==> src/rtl/earliest_free_room_allocator_unit_defines.svh <==
// assertion macros used by the allocator top module
`ifndef EARLIEST_FREE_ROOM_ALLOCATOR_UNIT_DEFINES_SVH
`define EARLIEST_FREE_ROOM_ALLOCATOR_UNIT_DEFINES_SVH

// plain property checked on every clock, quiet during reset
`define EFRA_ASSERT(lbl, prop, msg) \
  lbl: assert property (@(posedge clk_i) disable iff (!rst_ni) (prop)) else $error(msg);

// overlapping implication checked on every clock, quiet during reset
`define EFRA_ASSERT_IMPL(lbl, ante, cons, msg) \
  lbl: assert property (@(posedge clk_i) disable iff (!rst_ni) (ante) |-> (cons)) \
    else $error(msg);

// next-cycle implication checked on every clock, quiet during reset
`define EFRA_ASSERT_NEXT(lbl, ante, cons, msg) \
  lbl: assert property (@(posedge clk_i) disable iff (!rst_ni) (ante) |=> (cons)) \
    else $error(msg);

`endif

==> src/rtl/efra_pkg.sv <==
`default_nettype none

package efra_pkg;

  // build-time sizes
  localparam int MAX_ROOMS  = 16;
  localparam int TIME_BITS  = 32;
  localparam int COUNT_BITS = 16;

  localparam int ROOM_W = (MAX_ROOMS > 1) ? $clog2(MAX_ROOMS) : 1;
  localparam int NROOM_W = $clog2(MAX_ROOMS + 1);
  localparam int CFG_W  = 5;

  // register map
  localparam int REG_ROOM_COUNT = 0;
  localparam int NUM_REGS       = 1;
  localparam logic [CFG_W-1:0] ROOM_COUNT_RST = CFG_W'(16);

  typedef logic [ROOM_W-1:0]     room_t;
  typedef logic [NROOM_W-1:0]    nroom_t;
  typedef logic [TIME_BITS-1:0]  time_t;
  typedef logic [COUNT_BITS-1:0] count_t;

  localparam time_t  TIME_MAX  = '1;
  localparam count_t COUNT_MAX = '1;

  // one room entry in the state memory
  typedef struct packed {
    count_t use_count;
    time_t  free_time;
  } room_entry_t;

  // write request into the state memory
  typedef struct packed {
    logic        en;
    room_t       addr;
    room_entry_t data;
  } room_wr_t;

endpackage

`default_nettype wire

==> src/rtl/efra_if.sv <==
`default_nettype none

// booking request channel
interface efra_req_if;
  import efra_pkg::*;

  logic  valid;
  logic  ready;
  time_t start_time;
  time_t end_time;

  modport source (output valid, output start_time, output end_time, input ready);
  modport sink (input valid, input start_time, input end_time, output ready);
endinterface

// allocation result channel
interface efra_rsp_if;
  import efra_pkg::*;

  logic  valid;
  logic  ready;
  room_t assigned_room;
  time_t finish_time;
  logic  was_delayed;
  room_t most_used_room;
  logic  overflow;

  modport source (output valid, output assigned_room, output finish_time,
                  output was_delayed, output most_used_room, output overflow,
                  input ready);
  modport sink (input valid, input assigned_room, input finish_time,
                input was_delayed, input most_used_room, input overflow,
                output ready);
endinterface

`default_nettype wire

==> src/rtl/efra_room_mem.sv <==
`default_nettype none

module efra_room_mem (
  input  wire                      clk_i,
  input  wire                      rst_ni,
  input  efra_pkg::room_t          rd_addr_i,
  output efra_pkg::room_entry_t    rd_data_o,
  input  efra_pkg::room_wr_t       wr_i
);
  import efra_pkg::*;

  room_entry_t           mem_q [MAX_ROOMS];
  room_entry_t           rd_data_q;
  logic [MAX_ROOMS-1:0]  vld_q;
  logic                  rd_vld_q;

  // storage array, registered read
  always_ff @(posedge clk_i) begin
    if (wr_i.en) begin
      mem_q[wr_i.addr] <= wr_i.data;
    end
    rd_data_q <= mem_q[rd_addr_i];
  end

  // per-room written flags, cleared by reset so unused rooms read as zero
  always_ff @(posedge clk_i or negedge rst_ni) begin
    if (!rst_ni) begin
      vld_q    <= '0;
      rd_vld_q <= 1'b0;
    end else begin
      if (wr_i.en) begin
        vld_q[wr_i.addr] <= 1'b1;
      end
      rd_vld_q <= vld_q[rd_addr_i];
    end
  end

  assign rd_data_o = rd_vld_q ? rd_data_q : '0;

endmodule

`default_nettype wire

==> src/rtl/earliest_free_room_allocator_unit.sv <==
`default_nettype none

// channel   | dir | handshake     | payload
// ----------+-----+---------------+------------------------------------------------
// req_i     | in  | valid/ready   | start_time, end_time
// rsp_o     | out | valid/ready   | assigned_room, finish_time, was_delayed,
//           |     |               | most_used_room, overflow
// apb       | in  | psel/penable  | paddr, pwdata, prdata (reg 0: room_count)
//
// a booking steps through scan, drain and update over n active rooms: one state
// memory read per room during the scan, a drain for the last read, then the update
// reset clears per-room written flags at once, so no clearing pass is needed
// a result waits in the output register while the next booking is scanned; the
// update of that next booking holds until the output register is free

`include "earliest_free_room_allocator_unit_defines.svh"

module earliest_free_room_allocator_unit (
  input  wire                                   clk_i,
  input  wire                                   rst_ni,
  efra_req_if.sink                              req_i,
  efra_rsp_if.source                            rsp_o,
  input  wire                                   psel,
  input  wire                                   penable,
  input  wire                                   pwrite,
  input  wire  [2:0]                            paddr,
  input  wire  [31:0]                           pwdata,
  output logic [31:0]                           prdata,
  output logic                                  pready
);
  import efra_pkg::*;

  typedef enum logic [3:0] {
    S_IDLE   = 4'b0001,
    S_SCAN   = 4'b0010,
    S_DRAIN  = 4'b0100,
    S_UPDATE = 4'b1000
  } state_e;

  state_e       state_q, state_d;
  logic [CFG_W-1:0] room_count_q;
  nroom_t       n_active;
  nroom_t       n_q;
  room_t        addr_q, addr_d;
  logic         pend_q;
  room_t        pidx_q;
  time_t        start_q, end_q;
  logic         found_q;
  room_t        fidx_q;
  count_t       fcnt_q;
  time_t        min_free_q;
  room_t        min_idx_q;
  count_t       min_cnt_q;
  room_t        best_room_q;
  count_t       best_cnt_q;
  logic         out_valid_q;
  room_t        out_room_q;
  time_t        out_finish_q;
  logic         out_delayed_q;
  room_t        out_best_q;
  logic         out_ovf_q;

  room_entry_t  rd_data;
  room_wr_t     mem_wr;
  logic         in_fire;
  logic         upd_fire;
  logic         last_addr;
  logic         le_start;
  logic         lt_min;
  logic         cfg_wr;

  // update stage signals
  room_t        sel_room;
  count_t       sel_cnt;
  time_t        dur;
  logic [TIME_BITS:0] delay_sum;
  logic         fin_ovf;
  time_t        finish;
  logic         cnt_sat;
  count_t       new_cnt;
  logic         take_best;

  // configuration register
  assign pready = 1'b1;
  assign cfg_wr = psel && penable && pwrite && (paddr[2] == 1'(REG_ROOM_COUNT));

  always_ff @(posedge clk_i or negedge rst_ni) begin
    if (!rst_ni) begin
      room_count_q <= ROOM_COUNT_RST;
    end else if (cfg_wr) begin
      room_count_q <= pwdata[CFG_W-1:0];
    end
  end

  always_comb begin
    prdata = '0;
    if (paddr[2] == 1'(REG_ROOM_COUNT)) begin
      prdata = 32'(room_count_q);
    end
  end

  // clamp the room count to the built range
  always_comb begin
    if (room_count_q == '0) begin
      n_active = nroom_t'(1);
    end else if (32'(room_count_q) > MAX_ROOMS) begin
      n_active = nroom_t'(MAX_ROOMS);
    end else begin
      n_active = nroom_t'(room_count_q);
    end
  end

  // state memory
  efra_room_mem u_mem (
    .clk_i     (clk_i),
    .rst_ni    (rst_ni),
    .rd_addr_i (addr_q),
    .rd_data_o (rd_data),
    .wr_i      (mem_wr)
  );

  // handshakes
  assign req_i.ready = (state_q == S_IDLE);
  assign in_fire     = req_i.valid && req_i.ready;
  assign upd_fire    = (state_q == S_UPDATE) && (!out_valid_q || rsp_o.ready);
  assign last_addr   = ((nroom_t'(addr_q) + nroom_t'(1)) == n_q);

  // sequencer
  always_comb begin
    state_d = state_q;
    addr_d  = addr_q;
    unique case (state_q)
      S_IDLE: begin
        addr_d = '0;
        if (in_fire) begin
          state_d = S_SCAN;
        end
      end
      S_SCAN: begin
        if (last_addr) begin
          state_d = S_DRAIN;
        end else begin
          addr_d = addr_q + room_t'(1);
        end
      end
      S_DRAIN: begin
        state_d = S_UPDATE;
      end
      S_UPDATE: begin
        if (upd_fire) begin
          state_d = S_IDLE;
        end
      end
      default: begin
        state_d = S_IDLE;
      end
    endcase
  end

  always_ff @(posedge clk_i or negedge rst_ni) begin
    if (!rst_ni) begin
      state_q <= S_IDLE;
      addr_q  <= '0;
      pend_q  <= 1'b0;
    end else begin
      state_q <= state_d;
      addr_q  <= addr_d;
      pend_q  <= (state_q == S_SCAN);
    end
  end

  // booking capture
  always_ff @(posedge clk_i) begin
    if (in_fire) begin
      start_q <= req_i.start_time;
      end_q   <= req_i.end_time;
      n_q     <= n_active;
    end
    pidx_q <= addr_q;
  end

  // scan compares on the returning read data
  assign le_start = (rd_data.free_time <= start_q);
  assign lt_min   = (pidx_q == '0) || (rd_data.free_time < min_free_q);

  // first free room
  always_ff @(posedge clk_i or negedge rst_ni) begin
    if (!rst_ni) begin
      found_q <= 1'b0;
    end else if (in_fire) begin
      found_q <= 1'b0;
    end else if (pend_q && le_start) begin
      found_q <= 1'b1;
    end
  end

  always_ff @(posedge clk_i) begin
    if (pend_q && le_start && !found_q) begin
      fidx_q <= pidx_q;
      fcnt_q <= rd_data.use_count;
    end
    // earliest-free room, lowest index on ties
    if (pend_q && lt_min) begin
      min_free_q <= rd_data.free_time;
      min_idx_q  <= pidx_q;
      min_cnt_q  <= rd_data.use_count;
    end
  end

  // finish time and use count of the chosen room
  always_comb begin
    sel_room  = found_q ? fidx_q : min_idx_q;
    sel_cnt   = found_q ? fcnt_q : min_cnt_q;
    dur       = (end_q > start_q) ? (end_q - start_q) : '0;
    delay_sum = {1'b0, min_free_q} + {1'b0, dur};
    fin_ovf   = !found_q && delay_sum[TIME_BITS];
    if (found_q) begin
      finish = end_q;
    end else if (delay_sum[TIME_BITS]) begin
      finish = TIME_MAX;
    end else begin
      finish = delay_sum[TIME_BITS-1:0];
    end
    cnt_sat   = (sel_cnt == COUNT_MAX);
    new_cnt   = cnt_sat ? COUNT_MAX : (sel_cnt + count_t'(1));
    take_best = (new_cnt > best_cnt_q) ||
                ((new_cnt == best_cnt_q) && (sel_room < best_room_q));
  end

  // write back
  always_comb begin
    mem_wr.en             = upd_fire;
    mem_wr.addr           = sel_room;
    mem_wr.data.use_count = new_cnt;
    mem_wr.data.free_time = finish;
  end

  // running most-used room
  always_ff @(posedge clk_i or negedge rst_ni) begin
    if (!rst_ni) begin
      best_room_q <= '0;
      best_cnt_q  <= '0;
    end else if (upd_fire && take_best) begin
      best_room_q <= sel_room;
      best_cnt_q  <= new_cnt;
    end
  end

  // output register
  always_ff @(posedge clk_i or negedge rst_ni) begin
    if (!rst_ni) begin
      out_valid_q <= 1'b0;
    end else if (upd_fire) begin
      out_valid_q <= 1'b1;
    end else if (rsp_o.ready) begin
      out_valid_q <= 1'b0;
    end
  end

  always_ff @(posedge clk_i) begin
    if (upd_fire) begin
      out_room_q    <= sel_room;
      out_finish_q  <= finish;
      out_delayed_q <= !found_q;
      out_best_q    <= take_best ? sel_room : best_room_q;
      out_ovf_q     <= fin_ovf || cnt_sat;
    end
  end

  assign rsp_o.valid          = out_valid_q;
  assign rsp_o.assigned_room  = out_room_q;
  assign rsp_o.finish_time    = out_finish_q;
  assign rsp_o.was_delayed    = out_delayed_q;
  assign rsp_o.most_used_room = out_best_q;
  assign rsp_o.overflow       = out_ovf_q;

  // checks
  `EFRA_ASSERT_NEXT(a_wr_shows_result, mem_wr.en, out_valid_q, "write back without result")
  `EFRA_ASSERT_IMPL(a_scan_in_range, state_q == S_SCAN, nroom_t'(addr_q) < n_q, "scan past rooms")
  `EFRA_ASSERT_NEXT(a_found_sticky, found_q && !in_fire, found_q, "free room lost mid booking")
  `EFRA_ASSERT_IMPL(a_pend_in_scan, pend_q, state_q == S_SCAN || state_q == S_DRAIN, "stray read")

endmodule

`default_nettype wire
==> src/flat_wrapper.sv <==
// flat-port wrapper written by rule: the top's interface ports become plain ports
module earliest_free_room_allocator_unit_flat import efra_pkg::*;
  (clk_i, rst_ni, psel, penable, pwrite, paddr, pwdata, prdata, pready, req_i_valid, req_i_start_time, req_i_end_time, req_i_ready, rsp_o_valid, rsp_o_assigned_room, rsp_o_finish_time, rsp_o_was_delayed, rsp_o_most_used_room, rsp_o_overflow, rsp_o_ready);
  efra_req_if req_i_i ();
  efra_rsp_if rsp_o_i ();
  input  wire clk_i;
  input  wire rst_ni;
  input  wire psel;
  input  wire penable;
  input  wire pwrite;
  input  wire  [2:0] paddr;
  input  wire  [31:0] pwdata;
  output logic [31:0] prdata;
  output logic pready;
  input wire logic [$bits(req_i_i.valid)-1:0] req_i_valid;
  input wire logic [$bits(req_i_i.start_time)-1:0] req_i_start_time;
  input wire logic [$bits(req_i_i.end_time)-1:0] req_i_end_time;
  output wire logic [$bits(req_i_i.ready)-1:0] req_i_ready;
  output wire logic [$bits(rsp_o_i.valid)-1:0] rsp_o_valid;
  output wire logic [$bits(rsp_o_i.assigned_room)-1:0] rsp_o_assigned_room;
  output wire logic [$bits(rsp_o_i.finish_time)-1:0] rsp_o_finish_time;
  output wire logic [$bits(rsp_o_i.was_delayed)-1:0] rsp_o_was_delayed;
  output wire logic [$bits(rsp_o_i.most_used_room)-1:0] rsp_o_most_used_room;
  output wire logic [$bits(rsp_o_i.overflow)-1:0] rsp_o_overflow;
  input wire logic [$bits(rsp_o_i.ready)-1:0] rsp_o_ready;
  assign req_i_i.valid = req_i_valid;
  assign req_i_i.start_time = req_i_start_time;
  assign req_i_i.end_time = req_i_end_time;
  assign req_i_ready = req_i_i.ready;
  assign rsp_o_valid = rsp_o_i.valid;
  assign rsp_o_assigned_room = rsp_o_i.assigned_room;
  assign rsp_o_finish_time = rsp_o_i.finish_time;
  assign rsp_o_was_delayed = rsp_o_i.was_delayed;
  assign rsp_o_most_used_room = rsp_o_i.most_used_room;
  assign rsp_o_overflow = rsp_o_i.overflow;
  assign rsp_o_i.ready = rsp_o_ready;
  earliest_free_room_allocator_unit u_core (.clk_i(clk_i), .rst_ni(rst_ni), .req_i(req_i_i), .rsp_o(rsp_o_i), .psel(psel), .penable(penable), .pwrite(pwrite), .paddr(paddr), .pwdata(pwdata), .prdata(prdata), .pready(pready));
endmodule
==> config.mk <==
export PLATFORM = sky130hd
export DESIGN_NAME = earliest_free_room_allocator_unit_flat
export DESIGN_NICKNAME = d
export VERILOG_FILES = /design/src/rtl/efra_pkg.sv /design/src/rtl/efra_if.sv /design/src/rtl/efra_room_mem.sv /design/src/rtl/earliest_free_room_allocator_unit.sv /design/src/flat_wrapper.sv
export VERILOG_INCLUDE_DIRS = /design/src /design/src/rtl
export SDC_FILE = /design/constraint.sdc
export NUM_CORES = 1
export LEC_CHECK = 0
export ABC_AREA = 1
export BUFFER_PORTS_ARGS = -buffer_cell sky130_fd_sc_hd__buf_2
export CELL_PAD_IN_SITES_DETAIL_PLACEMENT = 1
export CELL_PAD_IN_SITES_GLOBAL_PLACEMENT = 1
export CORE_ASPECT_RATIO = 1.5
export CORE_MARGIN = 2
export CORE_UTILIZATION = 30
export DETAILED_ROUTE_END_ITERATION = 8
export GPL_TIMING_DRIVEN = 0
export PLACE_DENSITY = 0.52
export SLEW_MARGIN = 20
export SYNTH_ARGS = -nofsm -noshare
export SYNTH_HDL_FRONTEND = slang
export SYNTH_SLANG_ARGS = --single-unit
==> constraint.sdc <==
create_clock -name clk_i -period 7.3 [get_ports clk_i]
set_clock_uncertainty 0.1 [all_clocks]
set_input_delay 0.73 -clock clk_i [delete_from_list [all_inputs] [get_ports clk_i]]
set_output_delay 0.73 -clock clk_i [all_outputs]
set_load 0.005 [all_outputs]
==> results list <==
* Largest area contributor in the netlist: sky130_fd_sc_hd__edfxtp_1
- STA classifies the critical path endpoint as a flip-flop.
- The synthesized netlist devotes 9.56% of its cell area to compound gates.
- P&R area growth vs syn: 19.2%
- At the pin with the least slew margin, the transition time is roughly 1.1 ns.
- Post-synthesis area per instance: 11.1 sq um
- Post-detailed-route wirelength per cell: around 26 microns
- The startpoint identified for the worst hold timing path is req_i_start_time[31].
- R2r startpoint: u_core.start_q[0]
- For this run, asynchronously set or reset flops after synthesis account for 5.02%.
* Cell types with the largest area share after synthesis: sky130_fd_sc_hd__edfxtp_1 (61%), sky130_fd_sc_hd__nand2_1 (6.8%), sky130_fd_sc_hd__ha_1 (4.0%), sky130_fd_sc_hd__nor2_1 (3.7%), sky130_fd_sc_hd__o21ai_0 (3.5%)
* Clock tree from TritonCTS: built
- The endpoint identified for the worst register-to-register timing path is u_core.u_mem.mem_q[12][12].
- The critical path is of the reg2reg type.
* Remaining antenna violation count after routing: 0
- 183 I/O pins were placed.
- Entering global routing, the biggest net connects 54 pins.
- Including well taps, the total number of placed cells is 6432.
- Combinational family with the most area after synthesis: simple AND/OR/NAND/NOR gates
- Area of the core: 0.154 sq mm
- Synthesis handed over a netlist of 4171 instances.
- For this run, the top clock speed supported by timing is 158 MHz.
- CTS built an H-tree with a depth of 3.
- The synthesized netlist devotes 4.12% of its cell area to adder and majority cells.
- For this design the static power due to leakage is about 21 nW.
* Number of global-route vias before repair: 35600
- Clock input transition at the sequential cells of the worst setup and hold paths: 0.06 ns
- Number of enable-type register cells in the synthesized netlist: around 950
- Clock Tree Buf Depth: 3
- Vias after detailed routing: 33100
- The worst register-to-register path has a setup slack of about 0.96 ns.
* Final Max Slew Viols: 0
- Global routing used 21.6% of the available tracks across all layers.
- Hold-fix buffer count after cts: 28
- Cells fill a little over a third of the core in the end.
- For the worst flop-to-flop path, the logic depth is 27.
* Final-stage net count: 4781
- Wire length of the first global-routing pass: roughly 250 mm
- IR analysis of the VDD net gives a maximum drop of 0.000223 V.
* Overall die height: 486 microns
- Setup Fix Bufs, Post-CTS: 0
* Final period utilization: between 80 and 90%
- Die Outline Area: 0.158 sq mm
- Ratio of cells with drive above 1 in the final layout: a little over a tenth
* Most common cell in the netlist: sky130_fd_sc_hd__edfxtp_1
- Root buffer selected by CTS: sky130_fd_sc_hd__clkbuf_16
- Yosys printed 0 warnings.
* Post-DP HPWL: between 100 and 150 mm
- Worst Path Arrival: between 6 and 7 ns
* Top_reg_cell synth: sky130_fd_sc_hd__edfxtp_1
- The first detailed-routing pass ran for 5 iterations.
* Number of rows created at floorplan: 176
- In this run the tool buffered the top-level ports with 125 buffer cells.
- In this run the tightest slew margin relative to its limit is between 20% and 30%.
- Commonest cells in the netlist: sky130_fd_sc_hd__edfxtp_1 (951), sky130_fd_sc_hd__nand2_1 (843), sky130_fd_sc_hd__nor2_1 (462)
* Number of max-capacitance violations reported: 0
- On the final layout, the worst hold slack is 0.0515 ns.
- For this block, the routed nets add up to between 150 and 200 mm of wire.
* Total count of hold-check failures in the final report: 0
- Critical path peak fanout: 17
- Fin crit period: 6.34 ns
- Setup repair after global routing left no endpoint under its margin.
- Initial core utilization: 30.2%
- At the worst endpoint, the required time is 7.62 ns.
* Routed met2 length: roughly 96 mm
- The finished layout holds 6669 standard cells, fillers aside.
* Routed length on met3: 5.83 mm
* Vias per cell: 4.97
- Max layer used: met4
- Die Span X: 325 microns
- Setup violations remaining at the end of the flow were counted as 0.
- The flow ran to the end, and the final reports show no timing, DRC or antenna violations.
- Number of library cell types mapped by synthesis: 56
- Basic-gate share of the synthesized area counting and, or, nand and nor cells: 14.1%
* Worst Hold End: u_core.start_q[31]
- At the end of routability-driven placement, the weighted congestion stood at between 0.9 and 1.
* Total gr overflow: 0
* Tightest Hold Check Type: in2reg
- In the routed design, unresolved DRC markers number 0.
- In this run, post-CTS repair resized a total of 0 instances.
- Synthesis inferred 1056 register bits.
- TritonCTS Sinks: 1056
- For the worst-skew pair, the clock arrives at the later sink with an insertion delay of 0.77 ns.
* Critical path launch point type: flip-flop
* Detailed Route Iter0 Violations: 1962
- The number of antenna violations at the first check in global routing is 4.
- In this run the biggest area consumer among cell types represents 61.4% of the synthesized area.
- Worst Hold Depth: 1
* Netlist area before placement: between 0.04 and 0.05 sq mm
* Fraction of the yosys area taken by sequential cells: between 60% and 70%
- Multiplexer fraction of the synthesized cell area: 0%
- Clock tree synthesis inserted a total of 108 buffers.
- XOR/XNOR Fraction of Synth Area: 0.885%
- Power density over the cells: 414 mW/mm^2
* Post-route met1 wirelength: 63.4 mm
## final cells by class
cell class | instances | area (sq um)
Fill cell | 17000 | 98300
Sequential cell | 1056 | 30900
Multi-Input combinational cell | 2600 | 13600
Clock buffer | 151 | 3040
Tap cell | 2047 | 2560
Timing Repair Buffer | 216 | 2330
Inverter | 341 | 1290
Buffer | 200 | 952
Clock inverter | 54 | 661
Antenna cell | 4 | 10.0
## state kept, by name (all words and copies together), names as in the netlist, 5 cells and up
register                  count
u_core.fcnt_q                16
u_core.min_cnt_q             16
u_core.start_q               32
u_core.n_q                    5
u_core.u_mem.vld_q           16
u_core.rsp_o.finish_time     32
u_core.u_mem.rd_data_q       48
u_core.min_free_q            32
u_core.best_cnt_q            16
u_core.room_count_q           5
u_core.u_mem.mem_q          768
u_core.end_q                 32
## how the worst max path moves through the flow
stage | from | to | cells past startpoint
floorplan | u_core.u_mem.rd_vld_q | u_core.min_cnt_q[0] | 13
global placement | u_core.u_mem.rd_vld_q | u_core.min_free_q[25] | 14
detailed placement | u_core.start_q[0] | u_core.u_mem.mem_q[2][9] | 28
CTS | u_core.start_q[0] | u_core.u_mem.mem_q[10][9] | 28
global route | u_core.start_q[0] | u_core.u_mem.mem_q[1][8] | 28
finish | u_core.start_q[0] | u_core.u_mem.mem_q[12][12] | 27
## where the power goes
part           switching [mW]  internal (mW)
clock                    2.47           3.41
sequential              0.225           8.50
combinational            6.33           2.01
total                    9.02           13.9
## layout by cell type, fill, tap and decap left out, types with 59 or more instances in the layout
master	n
sky130_fd_sc_hd__nand2_1	843
sky130_fd_sc_hd__a221oi_1	59
sky130_fd_sc_hd__edfxtp_1	951
sky130_fd_sc_hd__nand3_1	153
sky130_fd_sc_hd__buf_2	155
sky130_fd_sc_hd__clkbuf_1	143
sky130_fd_sc_hd__nor2_1	424
sky130_fd_sc_hd__a21oi_1	246
sky130_fd_sc_hd__inv_1	334
sky130_fd_sc_hd__ha_1	150
sky130_fd_sc_hd__clkbuf_16	112
sky130_fd_sc_hd__o22ai_1	61
sky130_fd_sc_hd__o21ai_0	326
## cell families (layout without fill, tap and decap cells)
logic type	Yosys count	after routing
adders and majority gates	152	152
AOI/OAI and AO/OA	785	785
other	2	32
xor gates and xnor gates	47	47
buffers and inverters	541	962
DFF	1056	1056
and+or+nand+nor	1588	1588
## critical path, stage by stage, from the launching register on
cell                       delay [ns]
sky130_fd_sc_hd__edfxtp_1        0.46
sky130_fd_sc_hd__ha_1            0.32
sky130_fd_sc_hd__fa_1            0.47
sky130_fd_sc_hd__inv_1           0.18
sky130_fd_sc_hd__nand2_1         0.12
sky130_fd_sc_hd__o21ai_2         0.32
sky130_fd_sc_hd__nand2_1         0.13
sky130_fd_sc_hd__nand2_1         0.18
sky130_fd_sc_hd__nand2_1         0.09
sky130_fd_sc_hd__nand2_2         0.13
sky130_fd_sc_hd__nand2_1         0.08
sky130_fd_sc_hd__nand3_2         0.12
sky130_fd_sc_hd__nand2_1         0.09
sky130_fd_sc_hd__buf_2           0.25
sky130_fd_sc_hd__nor2_1          0.19
sky130_fd_sc_hd__ha_1            0.26
sky130_fd_sc_hd__fa_1            0.27
sky130_fd_sc_hd__nand3_1         0.10
sky130_fd_sc_hd__nand3_1         0.13
sky130_fd_sc_hd__nand2_1         0.07
sky130_fd_sc_hd__nand2_1         0.21
sky130_fd_sc_hd__nand2_1         0.09
sky130_fd_sc_hd__nand2_1         0.14
sky130_fd_sc_hd__nand2_1         0.09
sky130_fd_sc_hd__nand3_1         0.11
sky130_fd_sc_hd__buf_4           0.27
sky130_fd_sc_hd__inv_1           0.25
sky130_fd_sc_hd__a21oi_2         0.78
## through the flow
stage / setup slack (ns) / power, mW / instance area [sq um] / TNS (ns)
final: 0.955 / 22.9 / 55400 / 0
after global routing: 0.481 / 24.1 / 55400 / 0
after CTS: 0.571 / 23.2 / 55400 / 0
after detailed placement: 0.585 / 17.3 / 51400 / 0
after global placement: -6.11 / 16.9 / 49800 / -359.86
after floorplan: 0.883 / 13.3 / 46600 / 0
## routing by layer
layer / track usage, % / vias to the layer above
li1: - / 15300
met1: 23.0 / 16800
met2: 42.4 / 714
met3: 2.08 / 316
met4: 9.73 / 0
met5: 0 / -
(Power assumes the default switching activity.)
